<file path="config.mk">
export PLATFORM = sky130hd
export DESIGN_NAME = zigzag_scan_address_generator
export DESIGN_NICKNAME = d
export VERILOG_FILES = /design/src/rtl/zz_scan_pkg.sv /design/src/rtl/zz_scan_step.sv /design/src/rtl/zigzag_scan_address_generator.sv
export SDC_FILE = /design/constraint.sdc
export NUM_CORES = 1
export LEC_CHECK = 0
export ABC_AREA = 0
export BUFFER_PORTS_ARGS = -buffer_cell sky130_fd_sc_hd__buf_2
export CORE_MARGIN = 5
export CORE_UTILIZATION = 35
export CTS_CLUSTER_DIAMETER = 150
export CTS_CLUSTER_SIZE = 12
export DETAILED_ROUTE_END_ITERATION = 10
export PLACE_DENSITY = 0.55
export SYNTH_ARGS = -nofsm -noshare
export SYNTH_HDL_FRONTEND = slang
export SYNTH_SLANG_ARGS = --single-unit
</file>
<file path="constraint.sdc">
create_clock -name clk -period 14.1 [get_ports clk]
set_input_delay 3.525 -clock clk [delete_from_list [all_inputs] [get_ports clk]]
set_output_delay 3.525 -clock clk [all_outputs]
set_load 0.01 [all_outputs]
</file>
<file path="src/rtl/zz_scan_pkg.sv">
// Shared widths, reset values and register map for the zigzag scan address generator.
package zz_scan_pkg;

  // Fixed field widths of the word interfaces
  localparam int SIDE_W      = 7;
  localparam int SEQ_W       = 12;
  localparam int OUT_COORD_W = 6;
  localparam int APB_DATA_W  = 32;
  localparam int APB_ADDR_W  = 3;

  // Register map (register index taken from the word address)
  localparam logic REG_SIDE_LENGTH = 1'b0;

  // Side length after reset
  localparam logic [SIDE_W-1:0] SIDE_RESET = 7'd8;

endpackage

</file>
<file path="src/rtl/zz_scan_step.sv">
// Next-position logic of the zigzag scan: picks the cell to emit and the one after it.
module zz_scan_step import zz_scan_pkg::*; #(
  parameter int CW    = 6,
  parameter int SIDEW = 7
) (
  input  logic [SIDEW-1:0] side_eff,
  input  logic             restart,
  input  logic [CW-1:0]    cur_row,
  input  logic [CW-1:0]    cur_col,
  input  logic             cur_up,
  input  logic [SEQ_W-1:0] cur_seq,
  output logic [CW-1:0]    emit_row,
  output logic [CW-1:0]    emit_col,
  output logic [SEQ_W-1:0] emit_seq,
  output logic             emit_last,
  output logic [CW-1:0]    row_nxt,
  output logic [CW-1:0]    col_nxt,
  output logic             up_nxt,
  output logic [SEQ_W-1:0] seq_nxt
);

  logic          go_origin;
  logic          up_cur;
  logic [CW-1:0] top;
  logic          n_even;
  logic          y_even;
  logic          x_even;

  // Fall back to the origin on restart or when the position left the matrix
  always_comb begin
    go_origin = restart
              || (SIDEW'(cur_row) >= side_eff)
              || (SIDEW'(cur_col) >= side_eff);
    emit_row  = go_origin ? '0 : cur_row;
    emit_col  = go_origin ? '0 : cur_col;
    emit_seq  = go_origin ? '0 : cur_seq;
    up_cur    = go_origin ? 1'b0 : cur_up;
    top       = CW'(side_eff - SIDEW'(1));
    emit_last = (emit_row == top) && (emit_col == top);
  end

  assign n_even = ~side_eff[0];
  assign y_even = ~emit_row[0];
  assign x_even = ~emit_col[0];

  // Advance one cell along the zigzag, or wrap after the final cell
  always_comb begin
    row_nxt = emit_row;
    col_nxt = emit_col;
    up_nxt  = up_cur;
    seq_nxt = emit_seq + SEQ_W'(1);
    if (emit_last) begin
      row_nxt = '0;
      col_nxt = '0;
      up_nxt  = 1'b0;
      seq_nxt = '0;
    end else if (emit_col == '0 && emit_row == top) begin
      // bottom-left corner
      col_nxt = emit_col + CW'(1);
      if (n_even) begin
        row_nxt = emit_row - CW'(1);
        up_nxt  = 1'b1;
      end
    end else if (emit_col == top && emit_row == '0) begin
      // top-right corner
      row_nxt = emit_row + CW'(1);
      if (!n_even) begin
        col_nxt = emit_col - CW'(1);
        up_nxt  = 1'b0;
      end
    end else if (emit_col == '0) begin
      // left edge
      if (y_even) begin
        row_nxt = emit_row + CW'(1);
        up_nxt  = 1'b1;
      end else begin
        row_nxt = emit_row - CW'(1);
        col_nxt = emit_col + CW'(1);
      end
    end else if (emit_col == top) begin
      // right edge
      row_nxt = emit_row + CW'(1);
      if (n_even != y_even) begin
        col_nxt = emit_col - CW'(1);
        up_nxt  = 1'b0;
      end
    end else if (emit_row == '0) begin
      // top edge
      if (x_even) begin
        row_nxt = emit_row + CW'(1);
        col_nxt = emit_col - CW'(1);
        up_nxt  = 1'b0;
      end else begin
        col_nxt = emit_col + CW'(1);
      end
    end else if (emit_row == top) begin
      // bottom edge
      col_nxt = emit_col + CW'(1);
      if (n_even == x_even) begin
        row_nxt = emit_row - CW'(1);
        up_nxt  = 1'b1;
      end
    end else if (up_cur) begin
      row_nxt = emit_row - CW'(1);
      col_nxt = emit_col + CW'(1);
    end else begin
      row_nxt = emit_row + CW'(1);
      col_nxt = emit_col - CW'(1);
    end
  end

endmodule

</file>
<file path="src/rtl/zigzag_scan_address_generator.sv">
// The result word is registered: it is valid in the cycle after its input word is accepted.
// Throughput: one word per cycle while out_ready is high; the next-position logic is
// combinational around the position registers, and the output register frees as it is read.
// Reset: synchronous active-low rst_n puts the scan at the origin, index zero,
// side_length to 8, and empties the output register.
// Top level of the zigzag scan address generator.
module zigzag_scan_address_generator import zz_scan_pkg::*; #(
  parameter int MAX_SIDE = 64
) (
  input  logic                   clk,
  input  logic                   rst_n,
  // input word channel
  input  logic                   in_valid,
  output logic                   in_ready,
  input  logic                   in_restart,
  // result word channel
  output logic                   out_valid,
  input  logic                   out_ready,
  output logic [OUT_COORD_W-1:0] out_row,
  output logic [OUT_COORD_W-1:0] out_column,
  output logic [SEQ_W-1:0]       out_order_index,
  output logic                   out_last,
  // configuration port
  input  logic                   psel,
  input  logic                   penable,
  input  logic                   pwrite,
  input  logic [APB_ADDR_W-1:0]  paddr,
  input  logic [APB_DATA_W-1:0]  pwdata,
  output logic [APB_DATA_W-1:0]  prdata,
  output logic                   pready
);

  localparam int CW    = (MAX_SIDE > 1) ? $clog2(MAX_SIDE) : 1;
  localparam int SIDEW = $clog2(MAX_SIDE + 1);
  localparam int CMPW  = (SIDEW > SIDE_W) ? SIDEW : SIDE_W;

  logic [SIDE_W-1:0]      side_r;
  logic [CMPW-1:0]        side_ext;
  logic [SIDEW-1:0]       side_eff;

  logic [CW-1:0]          row_r;
  logic [CW-1:0]          col_r;
  logic                   up_r;
  logic [SEQ_W-1:0]       seq_r;

  logic [CW-1:0]          emit_row;
  logic [CW-1:0]          emit_col;
  logic [SEQ_W-1:0]       emit_seq;
  logic                   emit_last;
  logic [CW-1:0]          row_nxt;
  logic [CW-1:0]          col_nxt;
  logic                   up_nxt;
  logic [SEQ_W-1:0]       seq_nxt;

  logic                   out_valid_r;
  logic [OUT_COORD_W-1:0] out_row_r;
  logic [OUT_COORD_W-1:0] out_col_r;
  logic [SEQ_W-1:0]       out_seq_r;
  logic                   out_last_r;

  logic                   in_fire;
  logic                   cfg_wr;

  // Configuration register write and read
  assign pready = 1'b1;
  assign cfg_wr = psel && penable && pwrite && (paddr[2] == REG_SIDE_LENGTH);

  always_ff @(posedge clk) begin
    if (!rst_n) begin
      side_r <= SIDE_RESET;
    end else if (cfg_wr) begin
      side_r <= pwdata[SIDE_W-1:0];
    end
  end

  assign prdata = (paddr[2] == REG_SIDE_LENGTH) ? APB_DATA_W'(side_r) : '0;

  // Clamp the side length to 1..MAX_SIDE
  always_comb begin
    side_ext = CMPW'(side_r);
    if (side_ext == '0) begin
      side_eff = SIDEW'(1);
    end else if (side_ext > CMPW'(MAX_SIDE)) begin
      side_eff = SIDEW'(MAX_SIDE);
    end else begin
      side_eff = SIDEW'(side_ext);
    end
  end

  zz_scan_step #(
    .CW    (CW),
    .SIDEW (SIDEW)
  ) u_step (
    .side_eff  (side_eff),
    .restart   (in_restart),
    .cur_row   (row_r),
    .cur_col   (col_r),
    .cur_up    (up_r),
    .cur_seq   (seq_r),
    .emit_row  (emit_row),
    .emit_col  (emit_col),
    .emit_seq  (emit_seq),
    .emit_last (emit_last),
    .row_nxt   (row_nxt),
    .col_nxt   (col_nxt),
    .up_nxt    (up_nxt),
    .seq_nxt   (seq_nxt)
  );

  // Take a word whenever the output register is empty or being drained
  assign in_ready = !out_valid_r || out_ready;
  assign in_fire  = in_valid && in_ready;

  // Advance the scan position on each accepted word
  always_ff @(posedge clk) begin
    if (!rst_n) begin
      row_r <= '0;
      col_r <= '0;
      up_r  <= 1'b0;
      seq_r <= '0;
    end else if (in_fire) begin
      row_r <= row_nxt;
      col_r <= col_nxt;
      up_r  <= up_nxt;
      seq_r <= seq_nxt;
    end
  end

  // Output register: hold the result word until it is taken
  always_ff @(posedge clk) begin
    if (!rst_n) begin
      out_valid_r <= 1'b0;
    end else if (in_fire) begin
      out_valid_r <= 1'b1;
    end else if (out_ready) begin
      out_valid_r <= 1'b0;
    end
  end

  always_ff @(posedge clk) begin
    if (in_fire) begin
      out_row_r  <= OUT_COORD_W'(emit_row);
      out_col_r  <= OUT_COORD_W'(emit_col);
      out_seq_r  <= emit_seq;
      out_last_r <= emit_last;
    end
  end

  assign out_valid       = out_valid_r;
  assign out_row         = out_row_r;
  assign out_column      = out_col_r;
  assign out_order_index = out_seq_r;
  assign out_last        = out_last_r;

  // The final cell sits on the diagonal
  a_last_diag : assert property (@(posedge clk) disable iff (!rst_n)
    (out_valid_r && out_last_r) |-> (out_row_r == out_col_r))
    else $error("last word off the diagonal");

  // After the final cell the scan wraps to the origin
  a_wrap : assert property (@(posedge clk) disable iff (!rst_n)
    (in_fire && emit_last) |=> (row_r == '0 && col_r == '0 && seq_r == '0 && !up_r))
    else $error("scan did not wrap after the final cell");

  // Otherwise the index advances by one over the emitted word
  a_index_step : assert property (@(posedge clk) disable iff (!rst_n)
    (in_fire && !emit_last) |=> (seq_r == $past(emit_seq) + SEQ_W'(1)))
    else $error("sequence index did not advance by one");

  // An emitted word carries the index of the accepted word
  a_out_index : assert property (@(posedge clk) disable iff (!rst_n)
    in_fire |=> (out_valid_r && out_seq_r == $past(emit_seq)))
    else $error("result word does not match the accepted word");

endmodule

</file>
==> impl_metrics.prom, run 1 <==
# TYPE chip_impl_metric gauge
chip_impl_info{name="end_kind",value="primary output"} 1
chip_impl_metric{name="cts_bufs_inserted",unit=""} 9
chip_impl_info{name="critPathSlowestCell",value="sky130_fd_sc_hd__nand2b_1"} 1
chip_impl_metric{name="routed_antenna_nets",unit=""} 0
chip_impl_info{name="dominantRegCellSynth",value="sky130_fd_sc_hd__dfxtp_1"} 1
chip_impl_metric{name="max_slew.worst_pin.slew",unit="ps"} 811
chip_impl_metric{name="path_max_fanout",unit=""} 3
chip_impl_metric{name="n_antenna_cell",unit=""} 0
chip_impl_metric{name="syn_to_final_growth",unit="%"} 10.6
chip_impl_metric{name="ctsResizeCount",unit=""} 0
chip_impl_metric{name="grt_start_max_net_pins",unit=""} 33
chip_impl_info{name="cts_tree",value="yes"} 1
chip_impl_info{name="worst_setup_sp_type",value="input pin"} 1
chip_impl_metric{name="num_io_pins",unit=""} 103
chip_impl_metric{name="ctsLongestPathBuffers",unit=""} 2
chip_impl_metric{name="max-slew-margin-rel",unit="%"} 45.7
chip_impl_info{name="layout.cells.most_common_list",value="sky130_fd_sc_hd__nand2_1 (56), sky130_fd_sc_hd__nor2_1 (49), sky130_fd_sc_hd__buf_2 (49)"} 1
chip_impl_metric{name="die-area",unit="µm²"} 17200
chip_impl_metric{name="cts.hold.buffers_added",unit=""} 0
chip_impl_metric{name="crit_arrival",unit="ps"} 3920
chip_impl_metric{name="power_leakage",unit="nW"} 2.36
chip_impl_metric{name="synth.yosys.warnings",unit=""} 0
chip_impl_metric{name="cts.sinks",unit=""} 58
chip_impl_metric{name="final-setup-viol-count",unit=""} 0
chip_impl_info{name="grt_setup_unrepaired",value="no"} 1
chip_impl_metric{name="drt_iter0_markers",unit=""} 615
chip_impl_metric{name="tns",unit="ps"} 0
chip_impl_info{name="library_cell_used_as_clock_root_buffer",value="sky130_fd_sc_hd__clkbuf_16"} 1
chip_impl_info{name="layout.cells.most_common",value="sky130_fd_sc_hd__nand2_1"} 1
chip_impl_metric{name="fin_nets",unit=""} 736
chip_impl_metric{name="clk_pin_slew",unit="ps"} 50
chip_impl_metric{name="floorplan.core_area",unit="µm²"} 14500
chip_impl_metric{name="syn_area_per_cell",unit="µm²"} 7.86
chip_impl_metric{name="layout_worst_path_cycle_share",unit="%"} 52.8
chip_impl_metric{name="grt_overflow",unit=""} 0
chip_impl_metric{name="grt_util_all_layers",unit="%"} 18.8
chip_impl_metric{name="place_ws",unit="ps"} 6650
chip_impl_metric{name="postRouteWirelength",unit="µm"} 16600
chip_impl_metric{name="regToRegSetupSlack",unit="ps"} 8570
chip_impl_metric{name="timing.max_cap.violations",unit=""} 0
chip_impl_metric{name="routability_congestion_estimate",unit=""} 0.876
chip_impl_metric{name="number_of_antenna_violations_at_the_first_check_in_global_routing",unit=""} 0
chip_impl_info{name="crit_path_frequent_cell",value="sky130_fd_sc_hd__buf_2"} 1
chip_impl_metric{name="synth_enable_flop_cells",unit=""} 25
chip_impl_metric{name="timing.critical_path.required",unit="ps"} 10570
chip_impl_info{name="run_status",value="completed"} 1
chip_impl_metric{name="syn-cell-area",unit="µm²"} 5150
chip_impl_metric{name="num_rows",unit=""} 44
chip_impl_metric{name="timing.final.hold_violations",unit=""} 0
chip_impl_metric{name="cpPeakStageDelay",unit="ps"} 150
chip_impl_metric{name="drc",unit=""} 0
chip_impl_metric{name="postSynthCellCount",unit=""} 655
chip_impl_metric{name="synth.lib_cells_used.distinct",unit=""} 85
chip_impl_metric{name="first_global_vias",unit=""} 5131
chip_impl_metric{name="number_of_port_buffers",unit=""} 49
chip_impl_metric{name="async_set_reset_flop_share_out_of_synthesis",unit="%"} 0
chip_impl_metric{name="worst_clock_skew_on_the_final_layout",unit="ps"} 8.75
chip_impl_metric{name="first_pass_iters",unit=""} 5
chip_impl_metric{name="die_y",unit="µm"} 131
chip_impl_info{name="worstPathCellList",value="buf_2, nand2b_1, buf_2"} 1
chip_impl_metric{name="fmaxAchievable",unit="MHz"} 134
chip_impl_metric{name="seq_area_frac_synth",unit="%"} 27.4
chip_impl_metric{name="dpl.hpwl",unit="µm"} 10900
chip_impl_metric{name="grt_pass1_wl",unit="µm"} 26900
chip_impl_metric{name="avgRoutedWirePerCell",unit="µm"} 19.3
chip_impl_metric{name="number_of_max_slew_violations_in_the_final_report",unit=""} 0
chip_impl_metric{name="level_count_of_the_clock_h_tree",unit=""} 3
chip_impl_metric{name="share_of_cells_above_drive_strength_1",unit="%"} 13.7
chip_impl_metric{name="finalPower",unit="mW"} 0.634
chip_impl_metric{name="num-fill-cells",unit=""} 1490
chip_impl_metric{name="timing.final.crit_period",unit="ps"} 7440
chip_impl_metric{name="setup_slack",unit="ps"} 6660
chip_impl_metric{name="floorplan.die.width",unit="µm"} 131
chip_impl_metric{name="clk-insertion-delay-late",unit="ps"} 350
chip_impl_metric{name="detailroute.via_count",unit=""} 5284
chip_impl_info{name="critical_path_class",value="input pin to primary output"} 1
chip_impl_metric{name="initial_utilization",unit="%"} 35.6
chip_impl_metric{name="ir_drop",unit="mV"} 0.0658
chip_impl_metric{name="via_per_inst",unit=""} 6.13
chip_impl_info{name="timing.rr.start",value="side_ext[6]"} 1
chip_impl_metric{name="ys_ff_latch",unit=""} 58
chip_impl_info{name="critical_path.startpoint",value="out_ready"} 1
chip_impl_metric{name="power.density_cell_area",unit="nW/µm²"} 111
chip_impl_info{name="hold_class",value="flip-flop to flip-flop"} 1
chip_impl_metric{name="cts.repair_timing.setup_buffer_count",unit=""} 0
chip_impl_info{name="hold_start",value="seq_r[9]"} 1
[worst max-delay path: cells and delay by family]
| kind | cells | cell delay, ps |
|---|---|---|
| buf+inv | 2 | 240 |
| simple gates | 1 | 150 |
[stage by stage]
stage          utilization, %  cells  instance area, µm²  hold slack (ps)
6_report                 39.4    862                5700              448
5_1_grt                  39.4    862                5700              480
4_1_cts                  39.4    862                5700              452
3_5_place_dp             37.3    846                5400              445
3_3_place_gp             37.3    846                5400              442
2_1_floorplan               -    679                5240              432
[where the power goes]
| part | internal, mW | switching, mW |
|---|---|---|
| Combinational | 0.0721 | 0.138 |
| Sequential | 0.185 | 0.0152 |
| Clock | 0.141 | 0.0830 |
| Total | 0.398 | 0.236 |
[metal layers]
layer / track usage, % / part of all wire [%] / vias up
met5: 0 / 0 / -
met4: 9.09 / 2.6 / 0
met3: 3.56 / 7.4 / 40
met2: 30.6 / 47 / 256
met1: 23.9 / 43 / 2548
li1: - / - / 2440
[cell families (layout without fill, tap and decap cells)]
| logic type | count (synthesis) | after routing | share of synthesized area (%) |
|---|---|---|---|
| flip-flops | 58 | 58 | 27.4 |
| adder cells (fa/ha/maj) | 20 | 20 | 4.86 |
| multiplexers | 21 | 21 | 4.15 |
| buffers and inverters | 107 | 106 | 10.1 |
| XOR/XNOR | 19 | 19 | 3.50 |
| other | 2 | 26 | 0.146 |
| AND/OR/NAND/NOR | 246 | 246 | 24.7 |
| AO/OA/AOI/OAI | 182 | 182 | 25.1 |
[sequential cells by signal (all words and copies together) (netlist names)]
name,count
out_valid,1
up_r,1
out_column,6
col_r,6
row_r,6
seq_r,12
out_order_index,12
out_last,1
side_ext,7
out_row,6
[path summary, 6_finish.rpt]
check                                end  cells past startpoint
worst min register to register  seq_r[9]                      2
worst max-delay path            in_ready                      3
worst max register to register  row_r[1]                     16
worst min-delay path            seq_r[9]                      2
[synth_stat cells, types with 5 or more instances]
master | n | share of area (%)
sky130_fd_sc_hd__nor3_1 | 19 | 1.8
sky130_fd_sc_hd__mux2i_1 | 18 | 3.5
sky130_fd_sc_hd__a21oi_1 | 38 | 3.7
sky130_fd_sc_hd__nand4_1 | 7 | 0.85
sky130_fd_sc_hd__nand2_1 | 56 | 4.1
sky130_fd_sc_hd__nand2b_1 | 5 | 0.61
sky130_fd_sc_hd__a311oi_1 | 5 | 0.85
sky130_fd_sc_hd__buf_1 | 6 | 0.44
sky130_fd_sc_hd__a211oi_1 | 8 | 1.2
sky130_fd_sc_hd__buf_4 | 30 | 4.4
sky130_fd_sc_hd__nand3_1 | 27 | 2.6
sky130_fd_sc_hd__ha_1 | 20 | 4.9
sky130_fd_sc_hd__o21ai_0 | 34 | 3.3
sky130_fd_sc_hd__nor2_1 | 49 | 3.6
sky130_fd_sc_hd__edfxtp_1 | 25 | 15
sky130_fd_sc_hd__a22oi_1 | 7 | 1.0
sky130_fd_sc_hd__dfxtp_1 | 33 | 13
sky130_fd_sc_hd__a31oi_1 | 8 | 0.97
sky130_fd_sc_hd__nor2b_1 | 8 | 0.97
sky130_fd_sc_hd__inv_1 | 23 | 1.7
sky130_fd_sc_hd__or3_1 | 6 | 0.73
sky130_fd_sc_hd__clkbuf_1 | 39 | 2.8
sky130_fd_sc_hd__nor4_1 | 15 | 1.8
sky130_fd_sc_hd__or4_1 | 5 | 0.73
sky130_fd_sc_hd__xnor2_1 | 16 | 2.7
sky130_fd_sc_hd__o211ai_1 | 15 | 2.2
sky130_fd_sc_hd__o311ai_0 | 5 | 0.85
sky130_fd_sc_hd__and3_1 | 24 | 2.9
[cell type report]
| type | instances | area, µm² | share of cell area (%) |
|---|---|---|---|
| tap | 184 | 230 | 4.04 |
| inverter | 27 | 101 | 1.78 |
| multi-input combinational | 514 | 3310 | 58.1 |
| timing repair buffer | 63 | 350 | 6.15 |
| clock inverter | 5 | 53.8 | 0.944 |
| clock buffer | 11 | 243 | 4.26 |
| sequential | 58 | 1410 | 24.8 |
Note: power is estimated with default switching activity, not from simulation.
==> inputs of run 2 (changes only) <==
clock period = 7.6 ns   (was 14.1 ns; I/O delays follow)
==> run 2 against run 1 <==
Compared with the run above:
- combinational power rose by 87%
- setup slack worse by 4800 ps
- clock skew barely moved
- cell count is the same
- largest power group unchanged
- critical path type is now flip-flop to flip-flop
- clock power is 84% higher
- design area barely moved
- sequential share of layout area hardly changed
- register-to-register slack lost 6700 ps
==> impl_metrics.prom, run 2 (synthesis results as in run 1) <==
# TYPE chip_impl_metric gauge
chip_impl_metric{name="timing.final.crit_period",unit="ps"} 5740
chip_impl_metric{name="floorplan.die.width",unit="µm"} 131
chip_impl_metric{name="register_area",unit="µm²"} 1410
chip_impl_metric{name="dp.cells",unit=""} 846
chip_impl_metric{name="share_of_cells_above_drive_strength_1",unit="%"} 13.7
chip_impl_metric{name="avgRoutedWirePerCell",unit="µm"} 19.8
chip_impl_metric{name="finalNonFillerCells",unit=""} 862
chip_impl_metric{name="timing.max_cap.violations",unit=""} 0
chip_impl_metric{name="num_rows",unit=""} 44
chip_impl_metric{name="syn_to_final_growth",unit="%"} 10.7
chip_impl_metric{name="routability_congestion_estimate",unit=""} 0.891
chip_impl_metric{name="num-fill-cells",unit=""} 1501
chip_impl_metric{name="final.hold.worst_slack",unit="ps"} 458
chip_impl_metric{name="num_io_pins",unit=""} 103
chip_impl_metric{name="ir_drop",unit="mV"} 0.127
chip_impl_info{name="critPathSlowestCell",value="sky130_fd_sc_hd__dfxtp_1"} 1
chip_impl_metric{name="cts.hold.buffers_added",unit=""} 0
chip_impl_metric{name="finalPower",unit="mW"} 1.18
chip_impl_info{name="worst_setup_sp_type",value="flip-flop"} 1
chip_impl_metric{name="final-setup-viol-count",unit=""} 0
chip_impl_metric{name="postRouteWirelength",unit="µm"} 17000
chip_impl_metric{name="die_y",unit="µm"} 131
chip_impl_info{name="layout.cells.most_common_list",value="sky130_fd_sc_hd__nand2_1 (56), sky130_fd_sc_hd__nor2_1 (49), sky130_fd_sc_hd__buf_2 (49)"} 1
chip_impl_metric{name="multiInputGateArea",unit="µm²"} 3310
chip_impl_info{name="critical_path.startpoint",value="row_r[0]"} 1
chip_impl_metric{name="first_pass_iters",unit=""} 5
chip_impl_info{name="grt_setup_unrepaired",value="no"} 1
chip_impl_info{name="crit_path_frequent_cell",value="sky130_fd_sc_hd__ha_1"} 1
chip_impl_metric{name="power.density_cell_area",unit="nW/µm²"} 207
chip_impl_metric{name="instance_area_after_placement",unit="µm²"} 5400
chip_impl_metric{name="path_max_fanout",unit=""} 24
chip_impl_metric{name="cts_bufs_inserted",unit=""} 9
chip_impl_metric{name="clk_pin_slew",unit="ps"} 60
chip_impl_metric{name="ctsResizeCount",unit=""} 0
chip_impl_metric{name="cts.sinks",unit=""} 58
chip_impl_metric{name="drc",unit=""} 0
chip_impl_metric{name="cts.repair_timing.setup_buffer_count",unit=""} 0
chip_impl_info{name="worstPathCellList",value="clkinv_1, ha_1, nor2b_1, o21ai_0, and3_1, nor2_1, buf_4, nand2_1, ha_1, o31a_1, and2_1, o41ai_1, o41a_1, a311oi_1"} 1
chip_impl_info{name="cts_tree",value="yes"} 1
chip_impl_metric{name="number_of_antenna_violations_at_the_first_check_in_global_routing",unit=""} 0
chip_impl_metric{name="detailroute.via_count",unit=""} 5353
chip_impl_metric{name="dpl.hpwl",unit="µm"} 11300
chip_impl_metric{name="via_per_inst",unit=""} 6.21
chip_impl_info{name="critical_path_class",value="flip-flop to flip-flop"} 1
chip_impl_info{name="run_status",value="completed"} 1
chip_impl_metric{name="level_count_of_the_clock_h_tree",unit=""} 3
chip_impl_metric{name="number_of_max_slew_violations_in_the_final_report",unit=""} 0
chip_impl_metric{name="max_slew.worst_pin.slew",unit="ps"} 887
chip_impl_metric{name="grt_pass1_wl",unit="µm"} 27800
chip_impl_info{name="layout.cells.most_common",value="sky130_fd_sc_hd__nand2_1"} 1
chip_impl_metric{name="number_of_port_buffers",unit=""} 49
chip_impl_metric{name="timing.final.hold_violations",unit=""} 0
chip_impl_metric{name="clk-insertion-delay-late",unit="ps"} 340
chip_impl_metric{name="first_global_vias",unit=""} 5264
chip_impl_info{name="timing.rr.start",value="row_r[0]"} 1
chip_impl_metric{name="ctsLongestPathBuffers",unit=""} 2
chip_impl_metric{name="n_antenna_cell",unit=""} 0
chip_impl_metric{name="power_leakage",unit="nW"} 2.35
chip_impl_metric{name="grt_start_max_net_pins",unit=""} 33
chip_impl_metric{name="floorplan.core_area",unit="µm²"} 14500
chip_impl_metric{name="finish.instance_area",unit="µm²"} 5700
chip_impl_metric{name="fin_nets",unit=""} 736
chip_impl_metric{name="routed_antenna_nets",unit=""} 0
chip_impl_metric{name="drt_iter0_markers",unit=""} 538
chip_impl_metric{name="timing.critical_path.required",unit="ps"} 7850
chip_impl_metric{name="crit_arrival",unit="ps"} 5990
chip_impl_metric{name="die-area",unit="µm²"} 17200
chip_impl_metric{name="fmaxAchievable",unit="MHz"} 174
chip_impl_metric{name="worst_clock_skew_on_the_final_layout",unit="ps"} 8.69
chip_impl_metric{name="grt_util_all_layers",unit="%"} 19.3
chip_impl_metric{name="tns",unit="ps"} 0
chip_impl_info{name="end_kind",value="flip-flop"} 1
chip_impl_info{name="library_cell_used_as_clock_root_buffer",value="sky130_fd_sc_hd__clkbuf_16"} 1
chip_impl_metric{name="cpPeakStageDelay",unit="ps"} 760
chip_impl_info{name="hold_start",value="seq_r[9]"} 1
chip_impl_info{name="hold_class",value="flip-flop to flip-flop"} 1
chip_impl_metric{name="max-slew-margin-rel",unit="%"} 40.6
chip_impl_metric{name="layout_worst_path_cycle_share",unit="%"} 75.6
chip_impl_metric{name="initial_utilization",unit="%"} 35.6
chip_impl_metric{name="grt_overflow",unit=""} 0
-- run 2: cell count changes in the layout (fill, tap and decap cells not counted) --
cell                         previous run  this run
sky130_fd_sc_hd__clkinv_4               1         0
sky130_fd_sc_hd__clkinvlp_4             0         2
sky130_fd_sc_hd__clkinv_2               3         2
-- run 2: final cells by class --
class	count	area share [%]
inverter	27	1.78
clock buffer	11	4.26
sequential	58	24.8
timing repair buffer	63	6.15
tap	184	4.04
clock inverter	5	0.966
multi-input combinational	514	58.0
-- run 2: path summary, 6_finish.rpt --
kind / end / slack (ps) / cells past startpoint
max: row_r[1] / 1860 / 14
min: seq_r[9] / 460 / 2
max reg2reg: row_r[1] / 1860 / 14
min reg2reg: seq_r[9] / 460 / 2
-- run 2: worst max-delay path, delay by kind of cell, from the launching register on --
| kind | cells | cell delay (ps) |
|---|---|---|
| AO/OA/AOI/OAI | 5 | 1730 |
| adder cells (fa/ha/maj) | 2 | 690 |
| buffers and inverters | 2 | 800 |
| flip-flops | 1 | 760 |
| AND/OR/NAND/NOR | 5 | 1640 |
-- run 2: metal layers --
layer	GRT usage [%]	wire length, µm	vias up
met2	31.7	8000	261
met5	0	0	-
met1	24.7	7260	2597
met3	4.28	1350	50
met4	7.83	425	0
li1	-	-	2445
-- run 2: through the flow --
step           setup WS [ps]  utilization (%)
2_1_floorplan           2950                -
3_3_place_gp            2100             37.3
3_5_place_dp            2040             37.3
4_1_cts                 2000             39.4
5_1_grt                 1590             39.4
6_report                1860             39.4
-- run 2: report_power, final --
group / internal, mW / switching [mW] / total, mW
clock network: 0.261 / 0.152 / 0.413
logic: 0.135 / 0.258 / 0.393
registers: 0.343 / 0.0320 / 0.375
total: 0.739 / 0.442 / 1.18
==> inputs of run 3 (changes only) <==
ABC_AREA = 1   (was 0)
PLACE_DENSITY = 0.57   (was 0.55)
clock period = 4.9 ns   (was 7.6 ns; I/O delays follow)
==> run 3 against run 2 <==
Compared with the run above:
- sequential share of layout area up 1.1 points
- fmax increased by 37%
- clock skew fell by 2.1 ps
==> impl_metrics.prom, run 3 <==
# TYPE chip_impl_metric gauge
chip_impl_info{name="yosys-top-cells-count",value="sky130_fd_sc_hd__nand2_1 (219), sky130_fd_sc_hd__inv_1 (78), sky130_fd_sc_hd__nor2_1 (60)"} 1
chip_impl_info{name="critical_path_class",value="flip-flop to flip-flop"} 1
chip_impl_info{name="end_kind",value="flip-flop"} 1
chip_impl_metric{name="num_io_pins",unit=""} 103
chip_impl_metric{name="number_of_max_slew_violations_in_the_final_report",unit=""} 0
chip_impl_metric{name="cts_bufs_inserted",unit=""} 9
chip_impl_metric{name="synth.top_cell.area_share",unit="%"} 17.0
chip_impl_info{name="hold_class",value="flip-flop to flip-flop"} 1
chip_impl_info{name="layout.cells.most_common_list",value="sky130_fd_sc_hd__nand2_1 (219), sky130_fd_sc_hd__inv_1 (78), sky130_fd_sc_hd__nor2_1 (60)"} 1
chip_impl_metric{name="synth.yosys.warnings",unit=""} 0
chip_impl_metric{name="num-fill-cells",unit=""} 1512
chip_impl_metric{name="tns",unit="ps"} 0
chip_impl_metric{name="power_leakage",unit="nW"} 2.71
chip_impl_info{name="run_status",value="completed"} 1
chip_impl_metric{name="r2r_cells",unit=""} 25
chip_impl_metric{name="cts.sinks",unit=""} 58
chip_impl_metric{name="worstHoldPathCells",unit=""} 2
chip_impl_metric{name="dpl.hpwl",unit="µm"} 9830
chip_impl_metric{name="power.sequential.fraction",unit="%"} 31.9
chip_impl_metric{name="layout_worst_path_cycle_share",unit="%"} 85.5
chip_impl_metric{name="power_report.internal_total",unit="mW"} 1.09
chip_impl_metric{name="worst_clock_skew_on_the_final_layout",unit="ps"} 6.58
chip_impl_metric{name="first_global_vias",unit=""} 4255
chip_impl_metric{name="share_clk_of_total_power",unit="%"} 34.5
chip_impl_metric{name="grt_start_max_net_pins",unit=""} 26
chip_impl_metric{name="n_antenna_cell",unit=""} 0
chip_impl_metric{name="max_slew.worst_pin.slew",unit="ps"} 923
chip_impl_metric{name="ctsLongestPathBuffers",unit=""} 2
chip_impl_metric{name="setup_slack",unit="ps"} 712
chip_impl_metric{name="syn_to_final_growth",unit="%"} 12.6
chip_impl_metric{name="cts.hold.buffers_added",unit=""} 0
chip_impl_metric{name="seq_area_frac_synth",unit="%"} 29.1
chip_impl_metric{name="clk_pin_slew",unit="ps"} 50
chip_impl_metric{name="finalNonFillerCells",unit=""} 959
chip_impl_metric{name="fin_nets",unit=""} 837
chip_impl_metric{name="initial_utilization",unit="%"} 35.3
chip_impl_metric{name="netSwitchingFraction",unit="%"} 37.5
chip_impl_metric{name="fmaxAchievable",unit="MHz"} 239
chip_impl_info{name="timing.rr.start",value="side_ext[6]"} 1
chip_impl_metric{name="ys_ff_latch",unit=""} 58
chip_impl_metric{name="routed_antenna_nets",unit=""} 0
chip_impl_metric{name="synth_enable_flop_cells",unit=""} 25
chip_impl_metric{name="detailroute.via_count",unit=""} 4609
chip_impl_metric{name="dp.cells",unit=""} 943
chip_impl_metric{name="max-slew-margin-rel",unit="%"} 38.4
chip_impl_metric{name="syn_area_per_cell",unit="µm²"} 6.68
chip_impl_metric{name="final-setup-viol-count",unit=""} 0
chip_impl_metric{name="floorplan.core_area",unit="µm²"} 13700
chip_impl_metric{name="crit_arrival",unit="ps"} 4440
chip_impl_info{name="timing.hold.worst_endpoint",value="seq_r[9]"} 1
chip_impl_metric{name="place_ws",unit="ps"} 682
chip_impl_metric{name="timing.final.crit_period",unit="ps"} 4190
chip_impl_metric{name="p_switching",unit="mW"} 0.653
chip_impl_metric{name="postRouteWirelength",unit="µm"} 13500
chip_impl_info{name="post_synth_main_area_contributors",value="sky130_fd_sc_hd__nand2_1 (17%), sky130_fd_sc_hd__edfxtp_1 (15%), sky130_fd_sc_hd__dfxtp_1 (14%)"} 1
chip_impl_metric{name="async_set_reset_flop_share_out_of_synthesis",unit="%"} 0
chip_impl_metric{name="first_pass_iters",unit=""} 5
chip_impl_metric{name="grt_pass1_wl",unit="µm"} 21900
chip_impl_info{name="worst_setup_sp_type",value="flip-flop"} 1
chip_impl_info{name="grt_setup_unrepaired",value="no"} 1
chip_impl_metric{name="postSynthCellCount",unit=""} 726
chip_impl_metric{name="num_rows",unit=""} 43
chip_impl_metric{name="share_of_cells_above_drive_strength_1",unit="%"} 15.9
chip_impl_metric{name="ctsResizeCount",unit=""} 0
chip_impl_metric{name="die-area",unit="µm²"} 16300
chip_impl_metric{name="regToRegSetupSlack",unit="ps"} 710
chip_impl_metric{name="number_of_port_buffers",unit=""} 49
chip_impl_metric{name="comb_power_share",unit="%"} 33.6
chip_impl_metric{name="routability_congestion_estimate",unit=""} 0.877
chip_impl_metric{name="drt_iter0_markers",unit=""} 346
chip_impl_metric{name="floorplan.die.width",unit="µm"} 128
chip_impl_info{name="synth_largest_area_cell",value="sky130_fd_sc_hd__nand2_1"} 1
chip_impl_info{name="hold_start",value="seq_r[9]"} 1
chip_impl_metric{name="syn-cell-area",unit="µm²"} 4850
chip_impl_metric{name="path_max_fanout",unit=""} 14
chip_impl_metric{name="timing.max_cap.violations",unit=""} 0
chip_impl_metric{name="power.density_cell_area",unit="nW/µm²"} 319
chip_impl_info{name="destination_of_the_worst_register_to_register_timing_path",value="col_r[5]"} 1
chip_impl_info{name="dominantRegCellSynth",value="sky130_fd_sc_hd__dfxtp_1"} 1
chip_impl_metric{name="die_y",unit="µm"} 128
chip_impl_metric{name="grt_util_all_layers",unit="%"} 16.9
chip_impl_metric{name="cts.repair_timing.setup_buffer_count",unit=""} 0
chip_impl_metric{name="synth.lib_cells_used.distinct",unit=""} 39
chip_impl_metric{name="timing.critical_path.required",unit="ps"} 5150
chip_impl_metric{name="via_per_inst",unit=""} 4.81
chip_impl_info{name="cts_tree",value="yes"} 1
chip_impl_metric{name="number_of_antenna_violations_at_the_first_check_in_global_routing",unit=""} 0
chip_impl_metric{name="timing.final.hold_violations",unit=""} 0
chip_impl_metric{name="level_count_of_the_clock_h_tree",unit=""} 3
chip_impl_info{name="library_cell_used_as_clock_root_buffer",value="sky130_fd_sc_hd__clkbuf_16"} 1
chip_impl_metric{name="grt_overflow",unit=""} 0
chip_impl_metric{name="clk-insertion-delay-late",unit="ps"} 340
chip_impl_metric{name="final.hold.worst_slack",unit="ps"} 464
chip_impl_metric{name="ir_drop",unit="mV"} 0.150
chip_impl_metric{name="drc",unit=""} 0
chip_impl_info{name="most_repeated_cell_in_the_gate_level_netlist_after_synthesis",value="sky130_fd_sc_hd__nand2_1"} 1
chip_impl_metric{name="avgRoutedWirePerCell",unit="µm"} 14.0
chip_impl_info{name="layout.cells.most_common",value="sky130_fd_sc_hd__nand2_1"} 1
## run 3: cell count changes in the layout (fill, tap and decap cells not counted), moves of 9 or more
cell,previous run,this run
sky130_fd_sc_hd__nand3_1,27,55
sky130_fd_sc_hd__nor2_1,49,60
sky130_fd_sc_hd__nor4_1,15,0
sky130_fd_sc_hd__xor2_1,2,20
sky130_fd_sc_hd__xnor2_1,16,2
sky130_fd_sc_hd__o21ai_0,33,24
sky130_fd_sc_hd__mux2i_1,18,0
sky130_fd_sc_hd__nand2_1,56,219
sky130_fd_sc_hd__and3_1,24,1
sky130_fd_sc_hd__inv_1,23,78
sky130_fd_sc_hd__nand2_2,0,10
sky130_fd_sc_hd__nor2_2,0,9
sky130_fd_sc_hd__nor3_1,19,3
sky130_fd_sc_hd__a21oi_1,38,55
## run 3: power by group through the flow
stage / sequential (mW) / combinational [mW] / clock [mW]
5_1_grt: 0.559 / 0.661 / 0.638
4_1_cts: 0.556 / 0.581 / 0.617
3_3_place_gp: 0.565 / 0.580 / 0
6_report: 0.556 / 0.584 / 0.601
3_5_place_dp: 0.566 / 0.579 / 0
2_1_floorplan: 0.568 / 0.451 / 0
## run 3: worst max-delay path, stage by stage, from the launching register on
cell,delay (ps)
sky130_fd_sc_hd__dfxtp_1,350
sky130_fd_sc_hd__inv_2,190
sky130_fd_sc_hd__nand2_1,80
sky130_fd_sc_hd__nor2_1,130
sky130_fd_sc_hd__nor2_2,50
sky130_fd_sc_hd__inv_1,70
sky130_fd_sc_hd__buf_4,220
sky130_fd_sc_hd__ha_1,260
sky130_fd_sc_hd__inv_1,50
sky130_fd_sc_hd__nand2_1,40
sky130_fd_sc_hd__nand2_1,50
sky130_fd_sc_hd__nand2_1,40
sky130_fd_sc_hd__nand2_1,70
sky130_fd_sc_hd__nand2_1,50
sky130_fd_sc_hd__nand2_1,400
sky130_fd_sc_hd__nand2_4,150
sky130_fd_sc_hd__nor2_4,240
sky130_fd_sc_hd__xor2_1,200
sky130_fd_sc_hd__nor2_2,70
sky130_fd_sc_hd__nand3_4,130
sky130_fd_sc_hd__nor2_2,90
sky130_fd_sc_hd__nor2_2,430
sky130_fd_sc_hd__inv_2,220
sky130_fd_sc_hd__nor2_1,230
sky130_fd_sc_hd__nand2_1,140
sky130_fd_sc_hd__a21oi_1,150
## run 3: final cells by class
type | instances | area, µm² | share of cell area, %
clock buffer | 12 | 258 | 4.72
clock inverter | 4 | 23.8 | 0.435
inverter | 87 | 327 | 5.98
multi-input combinational | 559 | 2900 | 53.0
sequential | 58 | 1410 | 25.8
tap | 180 | 225 | 4.12
timing repair buffer | 59 | 320 | 5.87
## run 3: logic make-up (layout without fill, tap and decap cells)
family / Yosys count / count (layout) / synth area share [%]
compound gates: 99 / 99 / 11.0
xor+xnor: 22 / 22 / 3.98
fa+ha+maj: 20 / 20 / 5.16
buf+inv: 133 / 162 / 13.0
flops: 58 / 58 / 29.1
other cells: 2 / 26 / 0.155
simple gates: 392 / 392 / 37.6
## run 3: through the flow
stage | utilization (%) | power [mW] | cell area (µm²)
after detailed placement | 37.7 | 1.14 | 5180
after floorplan | - | 1.02 | 4940
final | 39.8 | 1.74 | 5460
after global routing | 39.8 | 1.86 | 5460
after global placement | 37.7 | 1.15 | 5180
after CTS | 39.8 | 1.75 | 5460
## run 3: worst max path at each step
stage / startpoint / endpoint / cells after the start
finish: side_ext[6] / col_r[5] / 25
global route: side_ext[6] / col_r[5] / 25
CTS: side_ext[6] / col_r[5] / 25
detailed placement: side_ext[6] / col_r[5] / 25
global placement: side_ext[6] / col_r[5] / 25
floorplan: side_ext[6] / col_r[2] / 27
## run 3: routing by layer
layer / track usage [%] / wire length [µm] / vias to the layer above
met1: 22.9 / 6260 / 2051
met2: 26.7 / 6000 / 148
met4: 6.80 / 310 / 0
met5: 0 / 0 / -
li1: - / - / 2384
met3: 3.00 / 893 / 26
